===== src/cdps_pkg.sv =====
// Shared constants and types for the counter delta share block.
`default_nettype none

package cdps_pkg;

    localparam int NUM_STATES  = 4;
    localparam int COUNT_W     = 32;
    localparam int SHARE_W     = 10;
    localparam int TOTAL_W     = 34;
    localparam int SCALE       = 1000;

    // full-width sum of all deltas, numerator of one share division
    localparam int SUM_W       = COUNT_W + $clog2(NUM_STATES);
    localparam int NUM_W       = SUM_W + SHARE_W;
    localparam int PROD_W      = COUNT_W + SHARE_W;
    localparam int LANE_W      = (NUM_STATES > 1) ? $clog2(NUM_STATES) : 1;
    localparam int CNT_W       = $clog2(SHARE_W + 1);

    localparam int IN_W        = NUM_STATES * COUNT_W;
    localparam int IN_TDATA_W  = ((IN_W + 7) / 8) * 8;
    localparam int OUT_W       = NUM_STATES * SHARE_W + TOTAL_W;
    localparam int OUT_TDATA_W = ((OUT_W + 7) / 8) * 8;

    typedef logic [COUNT_W-1:0]     t_count;
    typedef logic [SUM_W-1:0]       t_sum;
    typedef logic [NUM_W-1:0]       t_num;
    typedef logic [PROD_W-1:0]      t_prod;
    typedef logic [SHARE_W-1:0]     t_share;
    typedef logic [TOTAL_W-1:0]     t_total;
    typedef logic [LANE_W-1:0]      t_lane;
    typedef logic [CNT_W-1:0]       t_cnt;
    typedef logic [IN_TDATA_W-1:0]  t_in_tdata;
    typedef logic [OUT_TDATA_W-1:0] t_out_tdata;

endpackage

`default_nettype wire


===== src/cdps_div.sv =====
// Bit-serial restoring divider: one quotient bit per cycle.
`default_nettype none

module cdps_div (
    input  wire                 i_clk,
    input  wire                 i_rst_n,
    input  wire                 i_start,
    input  cdps_pkg::t_num      i_num,   // must be below divisor * 2^SHARE_W
    input  cdps_pkg::t_sum      i_div,
    output logic                o_done,
    output cdps_pkg::t_share    o_quot
);
    import cdps_pkg::*;

    t_sum           r_rem, n_rem;
    t_sum           r_div, n_div;
    t_share         r_low, n_low;
    t_share         r_quot, n_quot;
    t_cnt           r_cnt, n_cnt;
    logic           r_done, n_done;
    logic [SUM_W:0] w_trial;
    logic           w_ge;

    assign w_trial = {r_rem, r_low[SHARE_W-1]};
    assign w_ge    = (w_trial >= {1'b0, r_div});

    always_comb begin
        n_rem  = r_rem;
        n_div  = r_div;
        n_low  = r_low;
        n_quot = r_quot;
        n_cnt  = r_cnt;
        n_done = 1'b0;
        if (i_start) begin
            n_rem  = i_num[NUM_W-1:SHARE_W];
            n_low  = i_num[SHARE_W-1:0];
            n_div  = i_div;
            n_cnt  = CNT_W'(SHARE_W);
        end else if (r_cnt != '0) begin
            n_rem  = w_ge ? SUM_W'(w_trial - {1'b0, r_div}) : w_trial[SUM_W-1:0];
            n_low  = {r_low[SHARE_W-2:0], 1'b0};
            n_quot = {r_quot[SHARE_W-2:0], w_ge};
            n_cnt  = r_cnt - CNT_W'(1);
            n_done = (r_cnt == CNT_W'(1));
        end
    end

    always_ff @(posedge i_clk) begin
        if (!i_rst_n) begin
            r_cnt  <= '0;
            r_done <= 1'b0;
        end else begin
            r_cnt  <= n_cnt;
            r_done <= n_done;
        end
        r_rem  <= n_rem;
        r_div  <= n_div;
        r_low  <= n_low;
        r_quot <= n_quot;
    end

    assign o_done = r_done;
    assign o_quot = r_quot;

endmodule

`default_nettype wire


===== src/counter_delta_permille_shares.sv =====
// Top level: per-counter permille share of the activity since the last sample.
// A beat accepted in S_IDLE passes the delta phase, then per counter a multiply
// step and a divider run, and last the hand-over to the output register.
// Only one beat is in work at a time; the pace is set by the single bit-serial divider
// shared by the four counters, 10 quotient bits each, and slows while a result is stalled.
// Reset (synchronous, active low) zeroes the stored sample and empties the output.
`default_nettype none

module counter_delta_permille_shares (
    input  wire                     i_clk,
    input  wire                     i_rst_n,
    input  wire                     i_s_tvalid,
    output logic                    o_s_tready,
    // count_user [31:0], count_nice [63:32], count_system [95:64], count_idle [127:96]
    input  cdps_pkg::t_in_tdata     i_s_tdata,
    output logic                    o_m_tvalid,
    input  wire                     i_m_tready,
    // share_user [9:0], share_nice [19:10], share_system [29:20], share_idle [39:30],
    // total_delta [73:40], zero pad [79:74]
    output cdps_pkg::t_out_tdata    o_m_tdata
);
    import cdps_pkg::*;

    typedef enum logic [4:0] {
        S_IDLE  = 5'b00001,
        S_DELTA = 5'b00010,
        S_MUL   = 5'b00100,
        S_DIV   = 5'b01000,
        S_DONE  = 5'b10000
    } t_state;

    t_state     r_state, n_state;
    // Per-counter lanes; each phase works on lane 0 and rotates the rest down,
    // so after NUM_STATES steps everything is back in counter order.
    t_count     r_cur   [NUM_STATES];
    t_count     n_cur   [NUM_STATES];
    t_count     r_prev  [NUM_STATES];
    t_count     n_prev  [NUM_STATES];
    t_count     r_delta [NUM_STATES];
    t_count     n_delta [NUM_STATES];
    t_share     r_share [NUM_STATES];
    t_share     n_share [NUM_STATES];
    t_sum       r_total, n_total;
    t_lane      r_lane, n_lane;
    logic       r_m_tvalid, n_m_tvalid;
    t_out_tdata r_m_tdata, n_m_tdata;

    t_count     w_diff;
    t_sum       w_sum;
    t_prod      w_prod;
    t_num       w_num;
    logic       w_start;
    logic       w_done;
    t_share     w_quot;
    logic       w_last;

    // wrap-safe increase: modulo 2^32 subtraction
    assign w_diff = r_cur[0] - r_prev[0];
    assign w_sum  = r_total + SUM_W'(w_diff);
    assign w_last = (r_lane == LANE_W'(NUM_STATES - 1));

    // rounded share numerator: delta * 1000 + total / 2
    assign w_prod = PROD_W'(r_delta[0]) * PROD_W'(SCALE);
    assign w_num  = NUM_W'(w_prod) + NUM_W'(r_total >> 1);

    cdps_div u_div (
        .i_clk   (i_clk),
        .i_rst_n (i_rst_n),
        .i_start (w_start),
        .i_num   (w_num),
        .i_div   (r_total),
        .o_done  (w_done),
        .o_quot  (w_quot)
    );

    always_comb begin
        n_state    = r_state;
        n_cur      = r_cur;
        n_prev     = r_prev;
        n_delta    = r_delta;
        n_share    = r_share;
        n_total    = r_total;
        n_lane     = r_lane;
        n_m_tvalid = r_m_tvalid & ~i_m_tready;
        n_m_tdata  = r_m_tdata;
        w_start    = 1'b0;
        unique case (r_state)
            S_IDLE: begin
                if (i_s_tvalid) begin
                    for (int k = 0; k < NUM_STATES; k++) begin
                        n_cur[k] = i_s_tdata[k*COUNT_W +: COUNT_W];
                    end
                    n_total = '0;
                    n_lane  = '0;
                    n_state = S_DELTA;
                end
            end
            S_DELTA: begin
                for (int k = 0; k < NUM_STATES - 1; k++) begin
                    n_cur[k]   = r_cur[k+1];
                    n_prev[k]  = r_prev[k+1];
                    n_delta[k] = r_delta[k+1];
                end
                n_cur[NUM_STATES-1]   = r_cur[0];
                n_prev[NUM_STATES-1]  = r_cur[0];
                n_delta[NUM_STATES-1] = w_diff;
                n_total = w_sum;
                n_lane  = r_lane + LANE_W'(1);
                if (w_last) begin
                    // no activity at all: divide by one, every share is zero
                    n_total = (w_sum == '0) ? SUM_W'(1) : w_sum;
                    n_lane  = '0;
                    n_state = S_MUL;
                end
            end
            S_MUL: begin
                w_start = 1'b1;
                n_state = S_DIV;
            end
            S_DIV: begin
                if (w_done) begin
                    for (int k = 0; k < NUM_STATES - 1; k++) begin
                        n_share[k] = r_share[k+1];
                        n_delta[k] = r_delta[k+1];
                    end
                    n_share[NUM_STATES-1] = w_quot;
                    n_delta[NUM_STATES-1] = r_delta[0];
                    n_lane  = r_lane + LANE_W'(1);
                    n_state = S_MUL;
                    if (w_last) begin
                        n_lane  = '0;
                        n_state = S_DONE;
                    end
                end
            end
            S_DONE: begin
                // hand over to the output register once it is free
                if (!r_m_tvalid || i_m_tready) begin
                    n_m_tvalid = 1'b1;
                    n_m_tdata  = '0;
                    for (int k = 0; k < NUM_STATES; k++) begin
                        n_m_tdata[k*SHARE_W +: SHARE_W] = r_share[k];
                    end
                    n_m_tdata[NUM_STATES*SHARE_W +: TOTAL_W] = TOTAL_W'(r_total);
                    n_state = S_IDLE;
                end
            end
            default: n_state = S_IDLE;
        endcase
    end

    always_ff @(posedge i_clk) begin
        if (!i_rst_n) begin
            r_state    <= S_IDLE;
            r_lane     <= '0;
            r_total    <= '0;
            r_m_tvalid <= 1'b0;
            for (int k = 0; k < NUM_STATES; k++) begin
                r_prev[k] <= '0;
            end
        end else begin
            r_state    <= n_state;
            r_lane     <= n_lane;
            r_total    <= n_total;
            r_m_tvalid <= n_m_tvalid;
            r_prev     <= n_prev;
        end
        r_cur     <= n_cur;
        r_delta   <= n_delta;
        r_share   <= n_share;
        r_m_tdata <= n_m_tdata;
    end

    assign o_s_tready = (r_state == S_IDLE);
    assign o_m_tvalid = r_m_tvalid;
    assign o_m_tdata  = r_m_tdata;

endmodule

`default_nettype wire


===== config.mk =====
export PLATFORM = sky130hd
export DESIGN_NAME = counter_delta_permille_shares
export DESIGN_NICKNAME = d
export VERILOG_FILES = /design/src/cdps_pkg.sv /design/src/cdps_div.sv /design/src/counter_delta_permille_shares.sv
export SDC_FILE = /design/constraint.sdc
export NUM_CORES = 1
export LEC_CHECK = 0
export BUFFER_PORTS_ARGS = -buffer_cell sky130_fd_sc_hd__buf_4
export CAP_MARGIN = 20
export CORE_MARGIN = 3
export CORE_UTILIZATION = 62
export DETAILED_ROUTE_END_ITERATION = 8
export HOLD_SLACK_MARGIN = 0.08
export PLACE_DENSITY_LB_ADDON = 0.12
export SETUP_SLACK_MARGIN = 0.3
export SLEW_MARGIN = 20
export SYNTH_ARGS = -nofsm -noshare
export SYNTH_HDL_FRONTEND = slang
export SYNTH_SLANG_ARGS = --single-unit

===== constraint.sdc =====
create_clock -name i_clk -period 14.1 [get_ports i_clk]
set_input_delay 2.115 -clock i_clk [delete_from_list [all_inputs] [get_ports i_clk]]
set_output_delay 2.115 -clock i_clk [all_outputs]
set_load 0.01 [all_outputs]

== Word-level counts from Yosys, hierarchy flattened ==
Index checks and enable logic that the tools add are counted.
Widths: inputs -> output; s select.

* Logic and storage cells: 97
* Register bits after elaboration: 633
* Output and inout bits: 82
* Input bits: 132

* Reductions and logical operators: 17
* $add $sub $neg: 6
* Eq/ne operators: 11
* Muxes and demuxes: 28
* Bitwise gates (word level): 5
* Magnitude comparators: 1
* Multipliers: 1

{| class="wikitable"
|+ Operators by type and width
! cell !! count
|-
| $pmux 128 s2 || 2
|-
| $mux 128 || 2
|-
| $mux 34 || 6
|-
| $pmux 34 s2 || 1
|-
| $add 42x33->43 || 1
|-
| $mul 32x7->39 const B || 1
|-
| $ge 35x34->1 || 1
|-
| $add 34x32->34 || 1
|-
| $logic_not 34->1 || 1
|-
| $sub 34x34->34 || 1
|-
| $sub 32x32->32 || 1
|-
| $mux 5 || 5
|-
| $pmux 5 s5 || 1
|-
| $mux 10 || 2
|-
| $reduce_and 2->1 || 5
|-
| $mux 4 || 2
|-
| $mux 2 || 3
|-
| $ne 2x2->1 const B || 3
|-
| $pmux 2 s3 || 1
|-
| $reduce_bool 2->1 || 3
|-
| $eq 5x1->1 const B || 1
|-
| $eq 5x2->1 const B || 1
|-
| $eq 5x3->1 const B || 1
|-
| $eq 5x4->1 const B || 1
|-
| 17 further kinds || 22
|}

== Logic depth before layout (Yosys ltp) ==
Gate-level depths: netlist of run 1.

* Depth in word-level cells: 6
* Mapped depth: 30
* Depth with buffers taken out: 30

== Modules after synthesis ==
Synthesis of run 1 repeated with hierarchy kept, for this count alone.

* Cells, all modules: 3,399
* Area, all modules: 35,351.4 um2

{| class="wikitable"
|+ Modules (own cells, without submodules)
! module !! instances !! cells each !! sequential area each (um2) !! area an instance (um2)
|-
| counter_delta_permille_shares || 1 || 2,869 || 14,513.9 || 29,744.8
|-
| cdps_div || 1 || 530 || 2,742.6 || 5,606.6
|}

== Worst setup path before layout of run 1 ==
No wires, ideal clock.

* Path type: reg2reg
* From: register r_state[4]
* To: register r_lane[1]
* Path slack: 3.031 ns
* Buffers on the path: 1
* Period minus slack after synthesis: 11.069 ns
* Data required time: 14.005 ns
* Stages on the path, launching flop included: 7
* Setup time: 0.095 ns
* Data arrival time: 10.974 ns
* Path through: dfxtp_1 nor2_1 nand4bb_1 clkbuf_1 o21ai_0 a22oi_1 nor2b_1

* Cells in the longest elaborated chain, start to end: 3
* Elaborated cells on any way between the ends: 8
* Those cells by class: eq/ne: 5; mux: 1; reduce/logical: 2

{| class="wikitable"
|+ Ends and longest elaborated chain
! element !! line !! RTL
|-
| start: declaration || counter_delta_permille_shares.sv:32 || <nowiki>t_state r_state, n_state;</nowiki>
|-
| start signal: assignment || counter_delta_permille_shares.sv:162 || <nowiki>r_state <= n_state;</nowiki>
|-
| $eq 5x4->1 (tied with other cells) || counter_delta_permille_shares.sv:87 || <nowiki>unique case (r_state)</nowiki>
|-
| $ne 2x1->1 (no line) (tied with other cells) || - ||
|-
| $reduce_and 3->1 (no line) || - ||
|-
| end signal: assignment || counter_delta_permille_shares.sv:163 || <nowiki>r_lane <= n_lane;</nowiki>
|-
| end: declaration || counter_delta_permille_shares.sv:44 || <nowiki>t_lane r_lane, n_lane;</nowiki>
|}

Parallel ways exist; a longest one is shown, timed or not.
A chain may end at the register's enable or synchronous reset.

== Final worst setup path of run 1 ==
* From: register r_delta[98] (netlist bit)
* To: register u_div.r_rem[30] (data pin)

* Cells in the longest elaborated chain, start to end: 3

{| class="wikitable"
|+ Ends and longest elaborated chain
! element !! line !! RTL
|-
| start: declaration || counter_delta_permille_shares.sv:39 || <nowiki>t_count r_delta [NUM_STATES];</nowiki>
|-
| start signal: assignment || counter_delta_permille_shares.sv:169 || <nowiki>r_delta <= n_delta;</nowiki>
|-
| $mul 32x7->39 || counter_delta_permille_shares.sv:63 || <nowiki>assign w_prod = PROD_W'(r_delta[0]) * PROD_W'(SCALE);</nowiki>
|-
| $add 42x33->43 || counter_delta_permille_shares.sv:64 || <nowiki>assign w_num = NUM_W'(w_prod) + NUM_W'(r_total >> 1);</nowiki>
|-
| $mux 34 || cdps_div.sv:34 || <nowiki>if (i_start) begin</nowiki>
|-
| net u_div.n_rem[30] || cdps_div.sv:15 || <nowiki>t_sum r_rem, n_rem;</nowiki>
|-
| end signal: assignment || cdps_div.sv:56 || <nowiki>r_rem <= n_rem;</nowiki>
|-
| end: declaration || cdps_div.sv:15 ||
|}

The timed path passes the listed nets, and every way through them passes these cells.

==> impl_metrics.ini, run 1 <==
[global_routing]
grt.total_usage_pct = 26.1
antenna_found_initial = 1
grt_pass1_wl_mm = 125
grt-ovfl-total = 0
grt_pass1_vias = 24257
grt_start_max_net_pins = 193

[min_path]
hold_path.class = reg -> reg

[clocking]
post_cts_buffers = 0
cts_tree = built
cts_root_buf = clkbuf_16
cts.sinks = 633
holdBufCountCts = 0
clock_path_buffers = 3
clock_latency_ps = 600
clk_pin_slew_ps = 60
cts_buffers = 68
htreeDepth = 3
cts_resized = 0

[place]
io_buffer_count = 207
hpwl_mm = 55.5
placed_area_um2 = 37100
gp_congestion = 0.890
dp_cells = 4203

[power_and_ir_drop]
power.density_nw_per_um2 = 163
switching_share_pct = 35.1
peakVddDrop_mv = 0.109
internal-power_mw = 4.18
leakagePower_nw = 16.1
clkPwrFrac_pct = 28.2
power_switching_mw = 2.26
comb_power_share_pct = 38.1
pwr-share-seq_pct = 33.7

[worst_setup_path]
cp.required_ps = 14420
arrival_ps = 7970
crit_fanout = 6
cp_slowest_stage_delay_ps = 570
critical_path_class = reg -> reg
cp_slowest_cell = fa_1
crit_path_start_kind = flop
r2r_slack_ps = 6440
crit_top_cell = a21oi_1
cp-end-kind = flop

[drt]
vias = 24380
dr.pass1.iters = 7
routedWlPerCell_um = 17.8
vias_per_cell = 5.63
wl_mm = 77.1
drc = 0
ant_nets = 0
drtIter0Drc = 1649

[timing]
finalCritPeriodShare_pct = 54.3
fin_crit_ps = 7660
final_max_slew_viol_count = 0
clock_skew_ps = 20.4
fin_tns_setup_ps = 0
timing.hold.ws_ps = 413
hold_viol_final = 0
slew_headroom_pct = 30.0
rsz0062_at_grt = no
setup_viol = 0
tightest_slew_ps = 1050
max_clock_freq_mhz = 131

[synth]
synth_seq_cells = 633
synth_compound_area_share_pct = 14.0
synthAdderAreaFrac_pct = 14.7
netlist_instances = 3343
yosysWarnings = 0
seq_area_frac_synth_pct = 49.5
yosys.area_share.simple_pct = 13.1
async_reset_ff_share_pct = 0
synth_edf_count = 458
synth_top_flop_cell = edfxtp_1
synth_xor_area_share_pct = 3.92
ys_types = 94
synth_top_family_by_area = adder cells
synth_area_per_cell_um2 = 10.4
synthesis.area_um2 = 34900
synth_mux_area_share_pct = 0.660

[floorplan]
fp.dieArea_um2 = 59200
die_w_um = 243
core_um2 = 55400
rows = 86
start_util_pct = 63.0
die_h_um = 243
io_pins = 214

[layout]
layout_commonest_cell = nand2_1
nFillCells = 3965
seq_area_um2 = 17300
synthToLayoutAreaGrowth_pct = 13.1
drive_above_1_share_pct = 11.0
multiInputGateArea_um2 = 16200
post-route-util_pct = 71.2
fin_area_um2 = 39500
mostFrequentLayoutCells = nand2_1, edfxtp_1, inv_1
nNetsFinal = 3995
final_cells = 4334

[run]
drv_cap = 0

[run_status]
status = complete, no violations
==> cell families after synthesis <==
group,count (synthesis)
simple gates,1081
flops,633
compound gates,730
other cells,1
mux,22
xor+xnor,156
buf+inv,383
fa+ha+maj,337
==> synth_stat cells (23+ instances only) <==
cell | n | area (um^2)
dfxtp_1 | 175 | 3500
fa_1 | 122 | 2440
ha_1 | 215 | 2690
o21ai_0 | 145 | 726
inv_1 | 267 | 1000
a21boi_0 | 135 | 1010
a21oi_1 | 174 | 871
clkbuf_1 | 93 | 349
xnor2_1 | 95 | 832
nand2b_1 | 24 | 150
edfxtp_1 | 458 | 13800
nor2_1 | 93 | 349
a21o_1 | 71 | 533
xor2_1 | 61 | 534
nand3_1 | 39 | 195
nor3_1 | 23 | 115
nor2b_1 | 25 | 156
nand2_1 | 791 | 2970
o21a_1 | 27 | 203
==> worst paths after layout <==
| kind | start | endpoint | cells past startpoint |
|---|---|---|---|
| setup / recovery | r_delta[98] | u_div.r_rem[30] | 29 |
| hold / removal | r_delta[30] | r_delta[62] | 0 |
| setup reg to reg | r_delta[98] | u_div.r_rem[30] | 29 |
| hold reg to reg | r_delta[30] | r_delta[62] | 0 |
==> flip-flops by register name, summed over array words and instances (netlist names) <==
name and count:
r_cur 128, r_delta 128, r_prev 128, o_m_tdata 74, r_share 40, r_total 34, u_div.r_div 34, u_div.r_rem 34
u_div.o_quot 10, u_div.r_low 10, r_state 5, u_div.r_cnt 4, r_lane 2, o_m_tvalid 1, u_div.o_done 1
==> layer usage <==
metal / track usage (%) / wire, um
met5: 0 / 0
met2: 42.6 / 36400
met1: 35.8 / 34500
met4: 9.88 / 2350
met3: 3.82 / 3780
==> power by group through the flow <==
stage | combinational [mW] | sequential (mW) | clock [mW]
after floorplan | 1.92 | 2.20 | 0
after global placement | 2.35 | 2.21 | 0
after detailed placement | 2.41 | 2.21 | 0
after CTS | 2.43 | 2.17 | 1.85
after global routing | 2.74 | 2.18 | 1.92
final | 2.45 | 2.17 | 1.81
==> final cells by class <==
| type | count | share of cell area [%] |
|---|---|---|
| antenna | 4 | 0.0254 |
| inverter | 268 | 2.56 |
| clock inverter | 40 | 0.954 |
| clock buffer | 86 | 4.91 |
| sequential | 633 | 43.7 |
| timing repair buffer | 223 | 4.30 |
| tap | 748 | 2.37 |
| multi-input combinational | 2332 | 41.2 |
==> worst max-delay path, delay by kind of cell, from the launching register on <==
kind,cells,cell delay (ps)
xor gates and xnor gates,2,260
AOI/OAI and AO/OA,12,2440
DFF,1,510
adders and majority gates,6,2710
buffers and inverters,3,280
and+or+nand+nor,6,1180
==> stage by stage <==
step | total power, mW | worst slack [ps]
floorplan | 4.11 | 3030
global placement | 4.56 | 6670
detailed placement | 4.62 | 6470
CTS | 6.45 | 6450
global route | 6.85 | 5990
finish | 6.44 | 6440
(Power assumes the default switching activity.)
==> run 2, diff against run 1 <==
Settings changed: CORE_UTILIZATION 62 to 56.
Clock period 14.1 ns to 7 ns, I/O delays scaled along.
==> run 2 against run 1 <==
Net effect: core utilization shrank 5.2 points; setup slack lost 6100 ps; routed wire length grew 2.0%; critical path depth grew 2; maximum frequency grew 16%; via count grew 0.56%; sequential cell count is the same; final cell count grew 3.0%; non-clock buffer count grew 56; first-iteration DRC count grew 13%; clock skew grew 12 ps; critical endpoint is now u_div.r_rem[26].
==> impl_metrics.ini, run 2 (synthesized netlist as in run 1, its figures left out) <==
[global_routing]
antenna_found_initial = 0
grt.total_usage_pct = 23.5
grt_start_max_net_pins = 165
grt-ovfl-total = 0
grt_pass1_vias = 23906
grt_pass1_wl_mm = 125

[drt]
drtIter0Drc = 1868
vias_per_cell = 5.49
ant_nets = 0
dr.pass1.iters = 7
vias = 24516
routedWlPerCell_um = 17.6
drc = 0
wl_mm = 78.6

[worst_setup_path]
cp_slowest_cell = fa_2
reg2reg_depth = 31
critical_path_class = reg -> reg
crit_path_start_kind = flop
cp-end-kind = flop
reg2reg_from = r_delta[98]
r2r_slack_ps = 390
reg2reg_to = u_div.r_rem[26]
arrival_ps = 6950
cp.required_ps = 7330
crit_fanout = 3
cp_slowest_stage_delay_ps = 560

[clocking]
htreeDepth = 3
clk_pin_slew_ps = 60
cts_tree = built
holdBufCountCts = 0
cts_root_buf = clkbuf_16
clock_path_buffers = 3
clock_latency_ps = 620
cts.sinks = 633
cts_buffers = 68

[power_and_ir_drop]
peakVddDrop_mv = 0.214
leakagePower_nw = 16.4
power.density_nw_per_um2 = 338

[layout]
fin_area_um2 = 40300
post-route-util_pct = 66.0
reg_top3 = r_cur: 128 flops, r_delta: 128 flops, r_prev: 128 flops
nNetsFinal = 4051
synthToLayoutAreaGrowth_pct = 15.4
drive_above_1_share_pct = 14.1
layout_commonest_cell = nand2_1
final_cells = 4464
mostFrequentLayoutCells = nand2_1, edfxtp_1, buf_4
n_antenna_cell = 0

[floorplan]
core_um2 = 61000
fp.dieArea_um2 = 65300
die_w_um = 256
rows = 90
start_util_pct = 57.2
io_pins = 214
die_h_um = 256

[timing]
hold_viol_final = 0
final_max_slew_viol_count = 0
slew_headroom_pct = 36.1
fin_crit_ps = 6610
setup_viol = 0
clock_skew_ps = 32.2
tightest_slew_ps = 958
rsz0062_at_grt = yes
fin_tns_setup_ps = 0
max_clock_freq_mhz = 151
finalCritPeriodShare_pct = 94.5

[place]
io_buffer_count = 207
hpwl_mm = 56.9
dp_cells = 4313
placed_area_um2 = 37500
gp_congestion = 0.957

[run_status]
status = complete, no violations

[min_path]
min_path_cells = 0
min_to = r_delta[49]
hp-start = r_delta[17]
hold_path.class = reg -> reg

[run]
drv_cap = 0
==> run 2: cell types whose count changed in the layout (fill, tap and decap cells not counted), sizes merged <==
| cell | delta |
|---|---|
| diode | -4 |
| clkinvlp | +2 |
| clkinv | -6 |
| bufinv | -3 |
| buf | +56 |
| clkbuf | +5 |
==> run 2: area by class of cell <==
type,count,area (um^2)
clock buffer,91,1880
clock inverter,33,363
fill,4813,20800
inverter,268,1020
multi-input combinational,2332,16600
sequential,633,17300
tap,828,1040
timing repair buffer,279,2160
==> run 2: layer usage <==
metal,track usage (%),vias to the layer above,routed length (um)
li1,-,12038,-
met1,33.4,11744,36400
met2,38.0,607,36600
met3,2.87,127,3460
met4,7.11,0,2100
met5,0,-,0
==> run 2: worst max-delay path by stage <==
stage	from	endpoint	slack, ps	cells after the start
finish	r_delta[98]	u_div.r_rem[26]	390	31
global route	r_delta[98]	u_div.r_rem[24]	90	30
CTS	r_delta[100]	u_div.r_rem[30]	310	29
detailed placement	r_delta[98]	u_div.r_rem[30]	100	29
global placement	r_delta[98]	u_div.r_rem[30]	150	29
floorplan	r_delta[98]	u_div.r_rem[30]	330	29
==> run 2: power by group <==
part | switching [mW] | total (mW) | internal (mW)
Clock | 1.54 | 3.55 | 2.01
Sequential | 0.109 | 4.37 | 4.26
Combinational | 3.31 | 5.69 | 2.38
==> run 2: through the flow <==
stage	hold slack [ps]	power, mW	setup slack (ps)
2_1_floorplan	400	8.28	335
3_3_place_gp	401	9.46	147
3_5_place_dp	405	9.60	104
4_1_cts	409	13.3	306
5_1_grt	417	14.4	94.9
6_report	412	13.6	388
==> run 2: what timing repair did <==
action                     in CTS  in global routing
gates cloned                    0                  0
setup endpoints to repair      10                 15
buffers inserted               13                 14
pin swaps                      25                 46
gates resized for setup        22                 69
==> run 2: worst max-delay path: cells and delay by family, from the launching register on <==
kind | cells | cell delay [ps]
buf+inv | 5 | 510
flops | 1 | 440
compound gates | 12 | 2160
simple gates | 6 | 610
xor+xnor | 2 | 270
fa+ha+maj | 6 | 2350
==> run 3, diff against run 2 <==
==> constraint.sdc (replaced) <==
create_clock -name i_clk -period 7 [get_ports i_clk]
set_input_delay 0.7 -clock i_clk [delete_from_list [all_inputs] [get_ports i_clk]]
set_output_delay 0.7 -clock i_clk [all_outputs]
set_load 0.01 [all_outputs]
==> run 3 against run 2 <==
Net effect: total power is 1.0% lower; first-iteration DRC count shrank 5.6%; clock power down 2%; sequential share of layout area increased by 0.065 points; combinational power decreased by 1%; global-route usage grew 0.15 points; die area stayed put; hold slack worse by 65 ps; final cell count about the same; largest cell class unchanged; highest routed layer unchanged.
==> impl_metrics.ini, run 3 (synthesized netlist as in run 1, its figures left out) <==
[min_path]
min_to = r_cur[64]
hold_path.class = in -> reg
min_path_cells = 3
hp-start = i_s_tdata[32]

[worst_setup_path]
r2r_slack_ps = 350
cp_slowest_cell = fa_1
crit_fanout = 4
cp.buffers_inverters = 5
crit_top_cell = fa_1
path_delay_family = adder cells
critical_path_class = reg -> reg
cp_slowest_stage_delay_ps = 530
cp.required_ps = 7320
reg2reg_from = r_delta[99]
reg2reg_depth = 31
arrival_ps = 6970
cp-end-kind = flop
reg2reg_to = u_div.r_rem[30]
crit_path_start_kind = flop

[global_routing]
grt_pass1_vias = 24185
grt-ovfl-total = 0
grt_start_max_net_pins = 211
antenna_found_initial = 1
grt.total_usage_pct = 23.6
grt_pass1_wl_mm = 125

[place]
dp_cells = 4317
hpwl_mm = 57.2
io_buffer_count = 207
gp_congestion = 0.942

[clocking]
cts.sinks = 633
clock_path_buffers = 3
htreeDepth = 3
clock_latency_ps = 610
cts_tree = built
clk_pin_slew_ps = 60
cts_root_buf = clkbuf_16
cts_buffers = 68

[timing]
rsz0062_at_grt = yes
finalCritPeriodShare_pct = 95.0
timing.hold.ws_ps = 347
max_clock_freq_mhz = 150
hold_viol_final = 0
tightest_slew_ps = 960
clock_skew_ps = 30.6
slew_headroom_pct = 36.0
final_max_slew_viol_count = 0
setup_viol = 0
fin_crit_ps = 6650

[layout]
nFillCells = 4795
seq_area_um2 = 17300
mostFrequentLayoutCells = nand2_1, edfxtp_1, buf_4
nNetsFinal = 4056
n_antenna_cell = 0
multiInputGateArea_um2 = 16500
synthToLayoutAreaGrowth_pct = 15.3
drive_above_1_share_pct = 13.8
final_cells = 4468
reg_top3 = r_cur: 128 flops, r_delta: 128 flops, r_prev: 128 flops
layout_commonest_cell = nand2_1

[power_and_ir_drop]
power.density_nw_per_um2 = 335
leakagePower_nw = 16.4
peakVddDrop_mv = 0.180

[drt]
routedWlPerCell_um = 17.7
drtIter0Drc = 1763
vias_per_cell = 5.51
dr.pass1.iters = 6
drc = 0
vias = 24636
ant_nets = 0
wl_mm = 78.9

[floorplan]
die_w_um = 256
io_pins = 214
core_um2 = 61000
fp.dieArea_um2 = 65300
die_h_um = 256
rows = 90
start_util_pct = 57.2

[run_status]
status = complete, no violations

[run]
drv_cap = 0
-- run 3: cell types whose count changed in the layout (fill, tap and decap cells not counted), sizes merged --
cell / before / now
buf: 279 / 284
clkbuf: 91 / 96
clkinvlp: 4 / 1
inv: 273 / 270
bufinv: 2 / 3
clkinv: 22 / 21
-- run 3: worst max path at each step --
stage | from | to | slack (ps) | depth (start not counted)
floorplan | r_delta[98] | u_div.r_rem[30] | 330 | 29
global placement | r_delta[100] | u_div.r_rem[30] | 100 | 29
detailed placement | r_delta[100] | u_div.r_rem[30] | -10 | 29
CTS | r_delta[104] | u_div.r_rem[26] | 310 | 27
global route | r_delta[99] | u_div.r_rem[30] | 50 | 31
finish | r_delta[99] | u_div.r_rem[30] | 350 | 31
-- run 3: report_power, final --
part	total [mW]	internal, mW	switching [mW]
Sequential	4.37	4.26	0.110
Clock	3.49	2.03	1.46
Combinational	5.61	2.33	3.28
-- run 3: stage by stage --
stage | power, mW | TNS, ps | utilization (%) | setup WS (ps) | instance area [um^2]
detailed placement | 9.62 | -19.5 | 61.5 | -14.2 | 37500
finish | 13.5 | 0 | 65.9 | 353 | 40200
global placement | 9.48 | 0 | 61.4 | 104 | 37500
floorplan | 8.28 | 0 | - | 335 | 34900
global route | 14.3 | 0 | 65.9 | 46.8 | 40200
CTS | 13.2 | 0 | 65.3 | 312 | 39900
-- run 3: what timing repair did --
item | 4_1_cts | 5_1_grt
pin swaps | 26 | 46
hold endpoints to repair | 0 | 0
setup endpoints to repair | 12 | 17
setup buffers | 14 | 14
resized for setup | 23 | 57
hold buffers | 0 | 0
-- run 3: worst register-to-register path: cells and delay by family, from the launching register on --
family / cells / cell delay (ps)
adder cells (fa/ha/maj): 6 / 2400
flip-flops: 1 / 400
AND/OR/NAND/NOR: 6 / 830
AO/OA/AOI/OAI: 12 / 1990
XOR/XNOR: 2 / 250
buffers and inverters: 5 / 480
-- run 3: metal layers --
layer / track usage (%) / vias up / share of wire, %
met3: 2.94 / 137 / 4.3
met5: 0 / - / 0
met1: 33.5 / 11808 / 46
met2: 38.3 / 616 / 47
li1: - / 12075 / -
met4: 7.16 / 0 / 2.7
-- run 3: final cells by class --
| cell class | instances | share of cell area (%) |
|---|---|---|
| sequential | 633 | 42.9 |
| multi-input combinational | 2332 | 41.1 |
| timing repair buffer | 284 | 5.44 |
| clock buffer | 96 | 4.74 |
| tap | 828 | 2.58 |
| inverter | 268 | 2.53 |
| clock inverter | 27 | 0.725 |
